==> config.mk <==
export PLATFORM = sky130hd
export DESIGN_NAME = smss_track_flat
export DESIGN_NICKNAME = d
export VERILOG_FILES = /design/src/rtl/smss_pkg.sv /design/src/rtl/smss_chan_if.sv /design/src/rtl/smss_track.sv /design/src/flat_wrapper.sv
export SDC_FILE = /design/constraint.sdc
export NUM_CORES = 1
export LEC_CHECK = 0
export BUFFER_PORTS_ARGS = -buffer_cell sky130_fd_sc_hd__buf_2
export CAP_MARGIN = 20
export CORE_ASPECT_RATIO = 1.75
export CORE_MARGIN = 2
export CORE_UTILIZATION = 38
export DETAILED_ROUTE_END_ITERATION = 8
export PLACE_DENSITY = 0.53
export SETUP_SLACK_MARGIN = 0.05
export SLEW_MARGIN = 25
export SYNTH_ARGS = -nofsm -noshare
export SYNTH_HDL_FRONTEND = slang
export SYNTH_SLANG_ARGS = --single-unit
==> constraint.sdc <==
create_clock -name clock -period 6.7 [get_ports clock]
set_clock_uncertainty 0.15 [all_clocks]
set_input_delay 1.005 -clock clock [delete_from_list [all_inputs] [get_ports clock]]
set_output_delay 1.005 -clock clock [all_outputs]
set_load 0.03 [all_outputs]
==> src/rtl/smss_pkg.sv <==
`timescale 1ns / 1ps
// Shared types and constants for the slab momentum swap selector.
// No dependencies; imported by every other file of the block.
package smss_pkg;

   localparam int MAX_PARTICLES = 65536;
   localparam int CNT_W         = 16;
   localparam int IDX_W         = 16;
   localparam int DATA_W        = 32;
   localparam int WIDE_W        = 64;
   localparam int CSR_IDX_W     = 2;

   localparam logic [CSR_IDX_W-1:0] CSR_LOWER_LOW   = 2'd0;
   localparam logic [CSR_IDX_W-1:0] CSR_LOWER_HIGH  = 2'd1;
   localparam logic [CSR_IDX_W-1:0] CSR_MIDDLE_LOW  = 2'd2;
   localparam logic [CSR_IDX_W-1:0] CSR_MIDDLE_HIGH = 2'd3;

   localparam logic [DATA_W-1:0] LOWER_LOW_RST   = 32'd0;
   localparam logic [DATA_W-1:0] LOWER_HIGH_RST  = 32'd65536;
   localparam logic [DATA_W-1:0] MIDDLE_LOW_RST  = 32'd131072;
   localparam logic [DATA_W-1:0] MIDDLE_HIGH_RST = 32'd196608;

   localparam logic [CNT_W-1:0] CNT_LAST = CNT_W'(MAX_PARTICLES - 1);

   localparam logic signed [WIDE_W-1:0] WIDE_MAX = {1'b0, {(WIDE_W-1){1'b1}}};
   localparam logic signed [WIDE_W-1:0] WIDE_MIN = {1'b1, {(WIDE_W-1){1'b0}}};

   // chosen pair at end of scan; fields are zero when no swap
   typedef struct packed {
      logic                     swap;
      logic [IDX_W-1:0]         first_index;
      logic [IDX_W-1:0]         second_index;
      logic signed [DATA_W-1:0] first_vx;
      logic signed [DATA_W-1:0] second_vx;
      logic [DATA_W-1:0]        first_mass;
      logic [DATA_W-1:0]        first_mag;
      logic [DATA_W-1:0]        second_mass;
      logic [DATA_W-1:0]        second_mag;
   } smss_pick_type;

endpackage

==> src/rtl/smss_chan_if.sv <==
`timescale 1ns / 1ps
// Valid/ready channel interfaces for particle requests and swap responses.
// Depends on smss_pkg.
interface smss_req_if;
   import smss_pkg::*;
   logic                     valid;
   logic                     ready;
   logic [DATA_W-1:0]        y_pos;
   logic signed [DATA_W-1:0] vel_x;
   logic [DATA_W-1:0]        mass;
   logic                     last;

   modport source (output valid, y_pos, vel_x, mass, last, input ready);
   modport sink   (input valid, y_pos, vel_x, mass, last, output ready);
endinterface


==> src/rtl/smss_track.sv <==
`timescale 1ns / 1ps
// Input register, slab bound registers, particle counter and running best tracking.
// Depends on smss_pkg and smss_req_if; hands the chosen pair to smss_xfer.
module smss_track (
   input  logic                            clock,
   input  logic                            reset,
   smss_req_if.sink                        req_ch,
   input  logic                            csr_we,
   input  logic [smss_pkg::CSR_IDX_W-1:0]  csr_index,
   input  logic [smss_pkg::DATA_W-1:0]     csr_wdata,
   output logic                            pick_valid,
   output smss_pkg::smss_pick_type         pick,
   input  logic                            pick_ready
);
   import smss_pkg::*;

   logic [DATA_W-1:0] lo_low_ff, lo_high_ff, mid_low_ff, mid_high_ff;

   logic                     v0_ff, v0_in;
   logic [DATA_W-1:0]        y0_ff;
   logic signed [DATA_W-1:0] vx0_ff;
   logic [DATA_W-1:0]        m0_ff;
   logic                     last0_ff;

   logic [CNT_W-1:0]         cnt_ff, cnt_in;
   logic                     pos_found_ff, pos_found_in, neg_found_ff, neg_found_in;
   logic signed [DATA_W-1:0] pos_vx_ff, pos_vx_in, neg_vx_ff, neg_vx_in;
   logic [IDX_W-1:0]         pos_idx_ff, pos_idx_in, neg_idx_ff, neg_idx_in;
   logic [DATA_W-1:0]        pos_m_ff, pos_m_in, neg_m_ff, neg_m_in;

   logic                     fire0, in_low, in_mid, take_pos, take_neg, swap;
   logic [IDX_W-1:0]         idx;
   logic                     pos_found_upd, neg_found_upd;
   logic signed [DATA_W-1:0] pos_vx_upd, neg_vx_upd;
   logic [IDX_W-1:0]         pos_idx_upd, neg_idx_upd;
   logic [DATA_W-1:0]        pos_m_upd, neg_m_upd;

   always_ff @(posedge clock) begin
      if (reset) begin
         lo_low_ff   <= LOWER_LOW_RST;
         lo_high_ff  <= LOWER_HIGH_RST;
         mid_low_ff  <= MIDDLE_LOW_RST;
         mid_high_ff <= MIDDLE_HIGH_RST;
      end else if (csr_we) begin
         case (csr_index)
            CSR_LOWER_LOW:   lo_low_ff   <= csr_wdata;
            CSR_LOWER_HIGH:  lo_high_ff  <= csr_wdata;
            CSR_MIDDLE_LOW:  mid_low_ff  <= csr_wdata;
            CSR_MIDDLE_HIGH: mid_high_ff <= csr_wdata;
            default: ;
         endcase
      end
   end

   // a last item waits here until the result pipe can take it
   assign fire0        = v0_ff && (!last0_ff || pick_ready);
   assign req_ch.ready = !v0_ff || fire0;
   assign v0_in        = req_ch.ready ? req_ch.valid : v0_ff;

   always_ff @(posedge clock) begin
      if (reset) begin
         v0_ff <= 1'b0;
      end else begin
         v0_ff <= v0_in;
      end
   end

   always_ff @(posedge clock) begin
      if (req_ch.ready && req_ch.valid) begin
         y0_ff    <= req_ch.y_pos;
         vx0_ff   <= req_ch.vel_x;
         m0_ff    <= req_ch.mass;
         last0_ff <= req_ch.last;
      end
   end

   assign idx      = cnt_ff[IDX_W-1:0];
   assign in_low   = (y0_ff > lo_low_ff) && (y0_ff < lo_high_ff);
   assign in_mid   = (y0_ff > mid_low_ff) && (y0_ff < mid_high_ff);
   assign take_pos = in_low && (!pos_found_ff || (vx0_ff > pos_vx_ff));
   assign take_neg = in_mid && (!neg_found_ff || (vx0_ff < neg_vx_ff));

   assign pos_found_upd = pos_found_ff || in_low;
   assign pos_vx_upd    = take_pos ? vx0_ff : pos_vx_ff;
   assign pos_idx_upd   = take_pos ? idx    : pos_idx_ff;
   assign pos_m_upd     = take_pos ? m0_ff  : pos_m_ff;
   assign neg_found_upd = neg_found_ff || in_mid;
   assign neg_vx_upd    = take_neg ? vx0_ff : neg_vx_ff;
   assign neg_idx_upd   = take_neg ? idx    : neg_idx_ff;
   assign neg_m_upd     = take_neg ? m0_ff  : neg_m_ff;

   always_comb begin
      cnt_in       = cnt_ff;
      pos_found_in = pos_found_ff;
      pos_vx_in    = pos_vx_ff;
      pos_idx_in   = pos_idx_ff;
      pos_m_in     = pos_m_ff;
      neg_found_in = neg_found_ff;
      neg_vx_in    = neg_vx_ff;
      neg_idx_in   = neg_idx_ff;
      neg_m_in     = neg_m_ff;
      if (fire0) begin
         if (last0_ff) begin
            cnt_in       = '0;
            pos_found_in = 1'b0;
            pos_vx_in    = '0;
            pos_idx_in   = '0;
            pos_m_in     = '0;
            neg_found_in = 1'b0;
            neg_vx_in    = '0;
            neg_idx_in   = '0;
            neg_m_in     = '0;
         end else begin
            cnt_in       = (cnt_ff == CNT_LAST) ? '0 : cnt_ff + 1'b1;
            pos_found_in = pos_found_upd;
            pos_vx_in    = pos_vx_upd;
            pos_idx_in   = pos_idx_upd;
            pos_m_in     = pos_m_upd;
            neg_found_in = neg_found_upd;
            neg_vx_in    = neg_vx_upd;
            neg_idx_in   = neg_idx_upd;
            neg_m_in     = neg_m_upd;
         end
      end
   end

   always_ff @(posedge clock) begin
      if (reset) begin
         cnt_ff       <= '0;
         pos_found_ff <= 1'b0;
         pos_vx_ff    <= '0;
         pos_idx_ff   <= '0;
         pos_m_ff     <= '0;
         neg_found_ff <= 1'b0;
         neg_vx_ff    <= '0;
         neg_idx_ff   <= '0;
         neg_m_ff     <= '0;
      end else begin
         cnt_ff       <= cnt_in;
         pos_found_ff <= pos_found_in;
         pos_vx_ff    <= pos_vx_in;
         pos_idx_ff   <= pos_idx_in;
         pos_m_ff     <= pos_m_in;
         neg_found_ff <= neg_found_in;
         neg_vx_ff    <= neg_vx_in;
         neg_idx_ff   <= neg_idx_in;
         neg_m_ff     <= neg_m_in;
      end
   end

   assign swap = pos_found_upd && neg_found_upd && (pos_vx_upd > 0) && (neg_vx_upd < 0);

   assign pick_valid        = v0_ff && last0_ff;
   assign pick.swap         = swap;
   assign pick.first_index  = swap ? pos_idx_upd : '0;
   assign pick.second_index = swap ? neg_idx_upd : '0;
   assign pick.first_vx     = swap ? pos_vx_upd  : '0;
   assign pick.second_vx    = swap ? neg_vx_upd  : '0;
   assign pick.first_mass   = swap ? pos_m_upd   : '0;
   assign pick.first_mag    = swap ? pos_vx_upd  : '0;
   assign pick.second_mass  = swap ? neg_m_upd   : '0;
   assign pick.second_mag   = swap ? -neg_vx_upd : '0;

endmodule

==> src/flat_wrapper.sv <==
// flat-port wrapper written by rule: the top's interface ports become plain ports
module smss_track_flat import smss_pkg::*;
  (clock, reset, csr_we, csr_index, csr_wdata, pick_valid, pick, pick_ready, req_ch_valid, req_ch_y_pos, req_ch_vel_x, req_ch_mass, req_ch_last, req_ch_ready);
  smss_req_if req_ch_i ();
  input  logic clock;
  input  logic reset;
  input  logic csr_we;
  input  logic [smss_pkg::CSR_IDX_W-1:0] csr_index;
  input  logic [smss_pkg::DATA_W-1:0] csr_wdata;
  output logic pick_valid;
  output smss_pkg::smss_pick_type pick;
  input  logic pick_ready;
  input wire logic [$bits(req_ch_i.valid)-1:0] req_ch_valid;
  input wire logic [$bits(req_ch_i.y_pos)-1:0] req_ch_y_pos;
  input wire logic [$bits(req_ch_i.vel_x)-1:0] req_ch_vel_x;
  input wire logic [$bits(req_ch_i.mass)-1:0] req_ch_mass;
  input wire logic [$bits(req_ch_i.last)-1:0] req_ch_last;
  output wire logic [$bits(req_ch_i.ready)-1:0] req_ch_ready;
  assign req_ch_i.valid = req_ch_valid;
  assign req_ch_i.y_pos = req_ch_y_pos;
  assign req_ch_i.vel_x = req_ch_vel_x;
  assign req_ch_i.mass = req_ch_mass;
  assign req_ch_i.last = req_ch_last;
  assign req_ch_ready = req_ch_i.ready;
  smss_track u_core (.clock(clock), .reset(reset), .req_ch(req_ch_i), .csr_we(csr_we), .csr_index(csr_index), .csr_wdata(csr_wdata), .pick_valid(pick_valid), .pick(pick), .pick_ready(pick_ready));
endmodule
### Yosys cells after proc, flatten, opt, wreduce, memory -nomap -nowiden

Index checks and enable logic that the tools add are counted.

| word-level totals | value |
|---|---|
| register bits | 404 |
| logic and storage cells | 80 |

| cells by class | value |
|---|---|
| mux-type cells | 23 |
| magnitude comparators | 8 |
| reduce and logical (&&, ||, !) cells | 25 |
| equality and inequality tests | 4 |
| add/sub/neg operators | 2 |

Operators by type and width:

| operator | count |
|---|---|
| 32-bit 2-to-1 mux | 13 |
| 16-bit 2-to-1 mux | 8 |
| 32-bit > comparator | 3 |
| 32-bit less-than comparator | 3 |
| 32-bit by 1-bit > comparator with 1-bit output (second input constant) | 1 |
| 32-bit by 1-bit less-than comparator with 1-bit output (second input constant) | 1 |
| 32-bit negation | 1 |
| 16-bit by 1-bit adder with 16-bit output (second input constant) | 1 |
| 16-bit equality test (second input constant) | 1 |
| 1-bit logical AND | 10 |
| 2-bit AND reduction | 4 |
| 1-bit logical OR | 6 |
| 2-bit equality test (second input constant) | 2 |
| 1-bit logical NOT | 4 |
| 2-bit by 1-bit equality test with 1-bit output (second input constant) | 1 |
| 2-bit logical NOT | 1 |
| 1-bit 2-to-1 mux | 2 |

### Longest topological paths before layout

Gate-level depths: netlist (run 1).

| logic depth | value |
|---|---|
| depth after elaboration | 8 |
| mapped depth | 22 |
| gate-level depth less buffers | 19 |

### Worst setup path after synthesis (run 1)

Ideal clock, no wire load.

| path | value |
|---|---|
| path type | flip-flop to output port |
| start | reg u_core.vx0_ff[2] |
| end | out pick[26] (netlist bit) |
| setup slack | -168 ps |
| data arrival time | 5713 ps |
| cell stages (with the launch flop) | 20 |
| cells stage by stage | edfxtp_1 ha_1 a211o_1 a31oi_1 o31ai_1 a211o_1 a31oi_1 xor2_1 a21oi_1 buf_4 buf_2 mux2i_1 ha_1 or3b_2 or2_2 nor4_1 nand2_1 nor4_1 xor2_1 a211oi_1 |

RTL lines:

| what | RTL line | text |
|---|---|---|
| from (decl) | smss_track.sv:21 | `logic signed [DATA_W-1:0] vx0_ff;` |
| from (signal assigned) | smss_track.sv:71 | `vx0_ff <= req_ch.vel_x;` |
| to (decl) | flat_wrapper.sv:11 | `output smss_pkg::smss_pick_type pick;` |

==> results of run 1 <==
[final cells by class]
type / count / area share [%]
multi-input cells: 1817 / 44.3
well taps: 773 / 3.67
inverters: 193 / 2.75
clock buffers: 57 / 4.51
clock inverters: 21 / 0.830
repair buffers: 441 / 9.53
flip-flops and latches: 404 / 34.4
diodes: 2 / 0.0190
[cells by family after synthesis]
kind of cell,after synthesis,share of synthesized area [%]
AND/OR/NAND/NOR,904,17.8
AO/OA/AOI/OAI,577,16.7
flip-flops,404,40.8
buffers and inverters,402,7.87
adder cells (fa/ha/maj),191,10.8
multiplexers,88,3.97
XOR/XNOR,55,2.17
other,1,0.0169
[worst min-delay path: cells and delay by family, from the launching register on]
family,cells,cell delay (ns)
compound gates,1,0.05
flops,1,0.31
simple gates,1,0.05
[cells in the final DEF (no fill, tap or decap), types with 6 or more instances in the layout]
cell	count
sky130_fd_sc_hd__a211o_1	6
sky130_fd_sc_hd__a211oi_1	8
sky130_fd_sc_hd__a21o_1	53
sky130_fd_sc_hd__a21oi_1	272
sky130_fd_sc_hd__a22o_1	80
sky130_fd_sc_hd__a22oi_1	81
sky130_fd_sc_hd__buf_2	354
sky130_fd_sc_hd__buf_4	79
sky130_fd_sc_hd__clkbuf_1	8
sky130_fd_sc_hd__clkbuf_16	43
sky130_fd_sc_hd__clkbuf_8	6
sky130_fd_sc_hd__clkinv_2	10
sky130_fd_sc_hd__dfxtp_1	303
sky130_fd_sc_hd__edfxtp_1	97
sky130_fd_sc_hd__ha_1	188
sky130_fd_sc_hd__inv_1	192
sky130_fd_sc_hd__mux2i_1	85
sky130_fd_sc_hd__nand2_1	376
sky130_fd_sc_hd__nand2b_1	7
sky130_fd_sc_hd__nand3_1	95
sky130_fd_sc_hd__nand3b_1	6
sky130_fd_sc_hd__nand4_1	46
sky130_fd_sc_hd__nor2_1	256
sky130_fd_sc_hd__nor2b_1	12
sky130_fd_sc_hd__nor3_1	27
sky130_fd_sc_hd__nor4_1	22
sky130_fd_sc_hd__o21a_1	13
sky130_fd_sc_hd__o21ai_0	26
sky130_fd_sc_hd__or3_1	8
sky130_fd_sc_hd__xnor2_1	32
sky130_fd_sc_hd__xor2_1	23
[final timing paths]
check / end / cells past startpoint / start / slack (ns)
worst max-delay path: pick[30] / 21 / u_core.y0_ff[18] / 0.32
worst min-delay path: u_core.lo_high_ff[12] / 2 / u_core.lo_high_ff[12] / 0.30
worst max register to register: u_core.pos_m_ff[11] / 11 / u_core.vx0_ff[26] / 1.84
worst min register to register: u_core.lo_high_ff[12] / 2 / u_core.lo_high_ff[12] / 0.30
[metrics by stage]
stage	cells	hold slack [ns]	instance area, sq um
6_report	3708	0.304	26400
2_1_floorplan	2623	0.286	22200
3_5_place_dp	3606	0.297	24600
3_3_place_gp	3605	0.292	24500
5_1_grt	3706	0.320	26400
4_1_cts	3689	0.306	26100
[layer usage]
| layer | global-route usage [%] | vias up |
|---|---|---|
| met2 | 50.5 | 662 |
| met5 | 0 | - |
| met3 | 3.65 | 187 |
| li1 | - | 9583 |
| met4 | 13.8 | 8 |
| met1 | 27.1 | 9772 |
[repair_timing]
item | CTS | global route
pin swaps | 2 | 11
resized for setup | 8 | 37
buffers inserted | 5 | 15
hold buffers | 0 | 0
endpoints found under the setup margin | 28 | 69
[sequential cells by signal (all words and copies together), names as in the netlist]
name and flops:
u_core.pos_found_ff 1, u_core.pos_m_ff 32, u_core.neg_found_ff 1, u_core.last0_ff 1, u_core.pos_vx_ff 32, u_core.neg_m_ff 32
u_core.m0_ff 32, u_core.lo_low_ff 32, u_core.mid_high_ff 32, u_core.lo_high_ff 32, u_core.mid_low_ff 32, u_core.pos_idx_ff 16
u_core.y0_ff 32, u_core.v0_ff 1, u_core.neg_idx_ff 16, u_core.cnt_ff 16, u_core.neg_vx_ff 32, u_core.vx0_ff 32
[power breakdown]
| group | internal, mW | total, mW | switching (mW) |
|---|---|---|---|
| registers | 2.58 | 2.65 | 0.0695 |
| clock network | 1.41 | 2.48 | 1.07 |
| logic | 0.332 | 0.901 | 0.568 |
==> summary.txt, run 1 <==
run status: finished, final reports clean
residual antenna-violating net count after detailed routing: 0
layout cells sized above 1: 19.1%
number of register bits inferred by synthesis: 404
highest achievable clock rate: 157 MHz
I/O pin total: 363
insertion delay of the later-clocked pin in the worst-skew pair: 0.60 ns
Root Buffer Master: sky130_fd_sc_hd__clkbuf_16
initial standard-cell utilization of the core: 38.3%
type of the setup path with the least slack: reg -> out
fin crit share: 95.3%
min Tclk post-route: 6.38 ns
top area cells in the synthesized netlist: sky130_fd_sc_hd__dfxtp_1, sky130_fd_sc_hd__edfxtp_1, sky130_fd_sc_hd__ha_1, sky130_fd_sc_hd__nand2_1, sky130_fd_sc_hd__a21oi_1
DRT Pass-1 Iters: 5
WL per Instance: 21.8 um
Vias/cell: 5.45
Final Net Count: 3227
iteration-0 DRC count of the detailed router: 1187
count leader, synth: sky130_fd_sc_hd__nand2_1
highest metal layer with signal wires: met5
largest area contributor in the netlist: sky130_fd_sc_hd__dfxtp_1
number of rows in the core area: 117
Post-synth EDFFs: 97
maximum single-stage delay on the critical path: 0.47 ns
proportion of netlist area held by the largest area contributor: 27.6%
post-synthesis area per instance: 8.48 sq um
maximum root-to-sink buffer count: 3
Placeable Area: 0.0580 sq mm
number of buffer cells added on primary ports: 360
Critical path buffers and inverters: 4
worst-case setup margin in the final layout: 0.317 ns
sequence of cells on the critical path: buf_4 > ha_1 > nand4_1 > nor4_4 > a221o_1 > o21ai_1 > o311ai_1 > buf_4 > a21oi_4 > mux2i_2 > ha_2 > or3b_2 > or2_4 > nor4_4 > buf_4 > nand2_2 > nor3b_2 > mux2i_1 > xor2_1 > nor2_1 > buf_4
Top Family by Delay on Critical Path: simple AND/OR/NAND/NOR gates
routed metal-1 wire length: 29200 um
number of endpoints failing setup at the final stage: 0
yosys warns: 0
CTS tree: yes
endpoint required time on the critical path: 5.54 ns
critical path peak fanout: 5
area taken by flip-flops and latches: 0.00907 sq mm
overall die height: 324 um
share of flip-flops with an asynchronous set or reset: 0%
clock transition at the register clock pins on the worst setup and hold paths after CTS: 0.06 ns
maximum VDD drop: 213 uV
first-pass GRT wire length: 120000 um
Synth Flop Type: sky130_fd_sc_hd__dfxtp_1
total clock buffers created by CTS: 43
GRT Total Usage: 26.1%
Critical Path Slowest Stage Cell: sky130_fd_sc_hd__edfxtp_1
Worst setup EP type: output port
Total Die Area: 0.0605 sq mm
Hold WC Path Type: reg -> reg
DRT Wirelength: 80800 um
Final Power: 6.03 mW
Cell Area, Synth: 0.0222 sq mm
number of antenna violations at the first check in global routing: 5
Rel. slew slack: 31.2%
final core utilization: 45.5%
total power divided by cell area: 229 mW/mm^2
number of clock sinks seen by CTS: 404
setup repair after global routing missed its margin: no
total of fill cells in the finished design: 5890
CP Launch Type: flip-flop
Sum Neg Setup Slack: 0 ns
Max-cap violations: 0
register area share after synthesis: 40.8%
number of global-route vias before repair: 20100
length of routed met3 wiring: 4010 um
die width: 187 um
Arrival @ worst endpoint: 5.23 ns
worst slack, placed: 0.485 ns
count of H-tree levels built during CTS: 2
P&R area growth vs syn: 18.6%
pin count of the biggest net entering global routing: 97
routed vias: 20200
number of pins exceeding their max-slew limit in the final report: 0
Slew @ Worst Pin: 1.03 ns
endpoints failing hold: 0
Placer Congestion: 0.915
multi-input logic area: 0.0117 sq mm
overflow left after global routing: 0
cell occurring most often along the worst timing path: sky130_fd_sc_hd__buf_4
static leakage: 10.4 nW
number of distinct library cells after synthesis: 61
Detail Placement HPWL: 57800 um
Commonest cells post-synth: sky130_fd_sc_hd__nand2_1, sky130_fd_sc_hd__dfxtp_1, sky130_fd_sc_hd__a21oi_1, sky130_fd_sc_hd__nor2_1, sky130_fd_sc_hd__inv_1
detailed route wirelength on metal2: 43200 um
detailed-route DRC error count: 0
post-synthesis instance total: 2622
No activity file was read; power rests on OpenSTA's default activity.
==> run 2, diff against run 1 <==
--- a/config.mk
+++ b/config.mk
@@ -12,7 +12,9 @@
 export CORE_UTILIZATION = 38
 export DETAILED_ROUTE_END_ITERATION = 8
 export PLACE_DENSITY = 0.53
+export REMOVE_ABC_BUFFERS = 1
 export SETUP_SLACK_MARGIN = 0.05
+export SKIP_CTS_REPAIR_TIMING = 1
 export SLEW_MARGIN = 25
 export SYNTH_ARGS = -nofsm -noshare
 export SYNTH_HDL_FRONTEND = slang
==> constraint.sdc (replaced) <==
create_clock -name clock -period 6.7 [get_ports clock]
set_clock_uncertainty 0.15 [all_clocks]
set_input_delay 1.005 -clock clock [delete_from_list [all_inputs] [get_ports clock]]
set_output_delay 1.005 -clock clock [all_outputs]
set_load 0.05 [all_outputs]
==> run 2 against run 1 <==
First-iteration DRC count up 10%. Fmax decreased by 2.1%. Via count about the same. Sequential power about the same. Die area stayed put. Clock power up 3%. Clock-buffer cell count did not move. Core utilization rose by 0.18 points. Design area up 0.39%. Register-to-register slack worse by 0.32 ns. Setup slack got worse by 0.14 ns. Final cell count decreased by 0.13%. Largest cell class unchanged. Highest routed layer unchanged.
==> summary.txt, run 2 (synthesis gave the netlist of run 1 again) <==
number of clock sinks seen by CTS: 404 (unchanged)
commonest non-fill, non-tap cells in the layout: sky130_fd_sc_hd__nand2_1, sky130_fd_sc_hd__buf_2, sky130_fd_sc_hd__dfxtp_1
number of antenna violations at the first check in global routing: 9 (+4)
dpl cell area: 0.0246 sq mm (about the same)
endpoints failing hold: 0 (unchanged)
Vias/cell: 5.45 (about the same)
Rel. slew slack: 29.8% (-1.4 points)
first-pass GRT wire length: 116000 um (-3.7%)
maximum VDD drop: 206 uV (-3.2%)
clock transition at the register clock pins on the worst setup and hold paths after CTS: 0.06 ns (about the same)
highest achievable clock rate: 153 MHz (-2.1%)
Hold WC Path Type: reg -> reg
insertion delay of the later-clocked pin in the worst-skew pair: 0.60 ns (about the same)
number of global-route vias before repair: 19900 (-0.71%)
area taken by flip-flops and latches: 0.00906 sq mm (about the same)
number of rows in the core area: 117 (unchanged)
DRT Wirelength: 77000 um (-4.7%)
residual antenna-violating net count after detailed routing: 0 (unchanged)
DRT Pass-1 Iters: 5 (unchanged)
total clock buffers created by CTS: 43 (unchanged)
Final Net Count: 3217 (-0.31%)
Max-cap violations: 0 (unchanged)
total power divided by cell area: 231 mW/mm^2 (+1.1%)
layout cells sized above 1: 18.8% (-0.21 points)
cell occurring most often along the worst timing path: sky130_fd_sc_hd__nor4_4
type of the setup path with the least slack: reg -> out
Arrival @ worst endpoint: 5.37 ns (+0.14 ns)
Detail Placement HPWL: 52900 um (-8.5%)
total of fill cells in the finished design: 5807 (-1.4%)
maximum root-to-sink buffer count: 3 (unchanged)
critical path peak fanout: 7 (+2)
pin count of the biggest net entering global routing: 155 (+60%)
CP Launch Type: flip-flop
overall die height: 324 um (unchanged)
number of pins exceeding their max-slew limit in the final report: 0 (unchanged)
Critical Path Slowest Stage Cell: sky130_fd_sc_hd__edfxtp_1
WL per Instance: 20.8 um (-4.6%)
Non-Filler Cell Area, Final: 0.0265 sq mm (+0.39%)
GRT Total Usage: 24.8% (-1.3 points)
Slew @ Worst Pin: 1.05 ns (+0.0209 ns)
overflow left after global routing: 0 (unchanged)
Total Die Area: 0.0605 sq mm (unchanged)
multi-input logic area: 0.0117 sq mm (+0.20%)
detailed-route DRC error count: 0 (unchanged)
count of H-tree levels built during CTS: 2 (unchanged)
setup repair after global routing missed its margin: yes
Placeable Area: 0.0580 sq mm (unchanged)
routed vias: 20200 (-0.064%)
placed cell count: 3602 (-0.11%)
static leakage: 10.4 nW (+0.28%)
number of endpoints failing setup at the final stage: 0 (unchanged)
initial standard-cell utilization of the core: 38.3% (unchanged)
P&R area growth vs syn: 19.1%
Placer Congestion: 0.957 (+4.6%)
Critical path buffers and inverters: 2 (-2)
CTS tree: yes
min Tclk post-route: 6.52 ns (+0.137 ns)
run status: finished, final reports clean
endpoint required time on the critical path: 5.54 ns (about the same)
filler-free cell count of the finished design: 3703 (-0.13%)
die width: 187 um (unchanged)
sequence of cells on the critical path: ha_1 > nand4_1 > nor4_4 > nand2_1 > o211ai_1 > a31oi_4 > xor2_4 > a21oi_4 > mux2i_2 > ha_2 > or3b_2 > or2_4 > nor4_4 > buf_6 > nand2_2 > nor4_2 > xor2_1 > a211oi_2 > buf_4
I/O pin total: 363 (unchanged)
iteration-0 DRC count of the detailed router: 1310 (+10%)
Root Buffer Master: sky130_fd_sc_hd__clkbuf_16
commonest non-fill, non-tap cell in the layout: sky130_fd_sc_hd__nand2_1
fin crit share: 97.3% (+2.1 points)
reg-to-reg slack, setup: 1.52 ns (-0.32 ns)
number of buffer cells added on primary ports: 360 (unchanged)
maximum single-stage delay on the critical path: 0.49 ns (+0.02 ns)
Worst setup EP type: output port
Top Family by Delay on Critical Path: simple AND/OR/NAND/NOR gates
==> run 2: cell types whose count changed in the layout (fill, tap and decap cells not counted), sizes merged <==
cell,change
buf,-10
clkbuf,-1
diode,+4
o21ai,+1
bufinv,+1
==> run 2: worst min-delay path, stage by stage, from the launching register on <==
cell and delay [ns]:
sky130_fd_sc_hd__dfxtp_1 0.31, sky130_fd_sc_hd__nand2_1 0.05, sky130_fd_sc_hd__a21oi_1 0.05
==> run 2: layout make-up <==
cell class                      count  share of cell area, %
Timing Repair Buffer              430                   9.47
Tap cell                          773                   3.65
Clock inverter                     22                  0.926
Multi-Input combinational cell   1818                   44.2
Sequential cell                   404                   34.2
Clock buffer                       57                   4.69
Inverter                          193                   2.74
Antenna cell                        6                 0.0567
==> run 2: metrics by stage <==
step / total power, mW / TNS, ns / utilization (%) / hold slack (ns) / setup WS, ns
floorplan: 3.26 / -2550.49 / - / 0.280 / -9.24
global route: 6.36 / -0.0529 / 45.6 / 0.316 / -0.0277
global placement: 3.56 / 0 / 42.4 / 0.293 / 0.406
CTS: 6.15 / -3.21 / 45.0 / 0.305 / -0.269
detailed placement: 3.58 / 0 / 42.4 / 0.296 / 0.378
finish: 6.12 / 0 / 45.7 / 0.302 / 0.179
==> run 2: metal layers <==
metal  vias up  GRT usage [%]  wire length [um]
li1       9592              -                 -
met1      9720           26.6             29200
met2       701           46.7             39700
met3       180           4.23              4380
met4         6           12.3              3770
met5         -              0                44
==> run 2: final timing paths <==
check,startpoint,cells past startpoint,endpoint
setup / recovery,u_core.vx0_ff[31],19,pick[26]
hold reg to reg,u_core.mid_high_ff[14],2,u_core.mid_high_ff[14]
hold / removal,u_core.mid_high_ff[14],2,u_core.mid_high_ff[14]
setup reg to reg,u_core.y0_ff[25],12,u_core.pos_m_ff[20]
==> run 2: report_power, final <==
group          total [mW]  switching (mW)  leakage (nW)  internal, mW
clock                2.56            1.06         0.740          1.50
combinational       0.911           0.580          6.27         0.331
sequential           2.64          0.0641          3.43          2.58
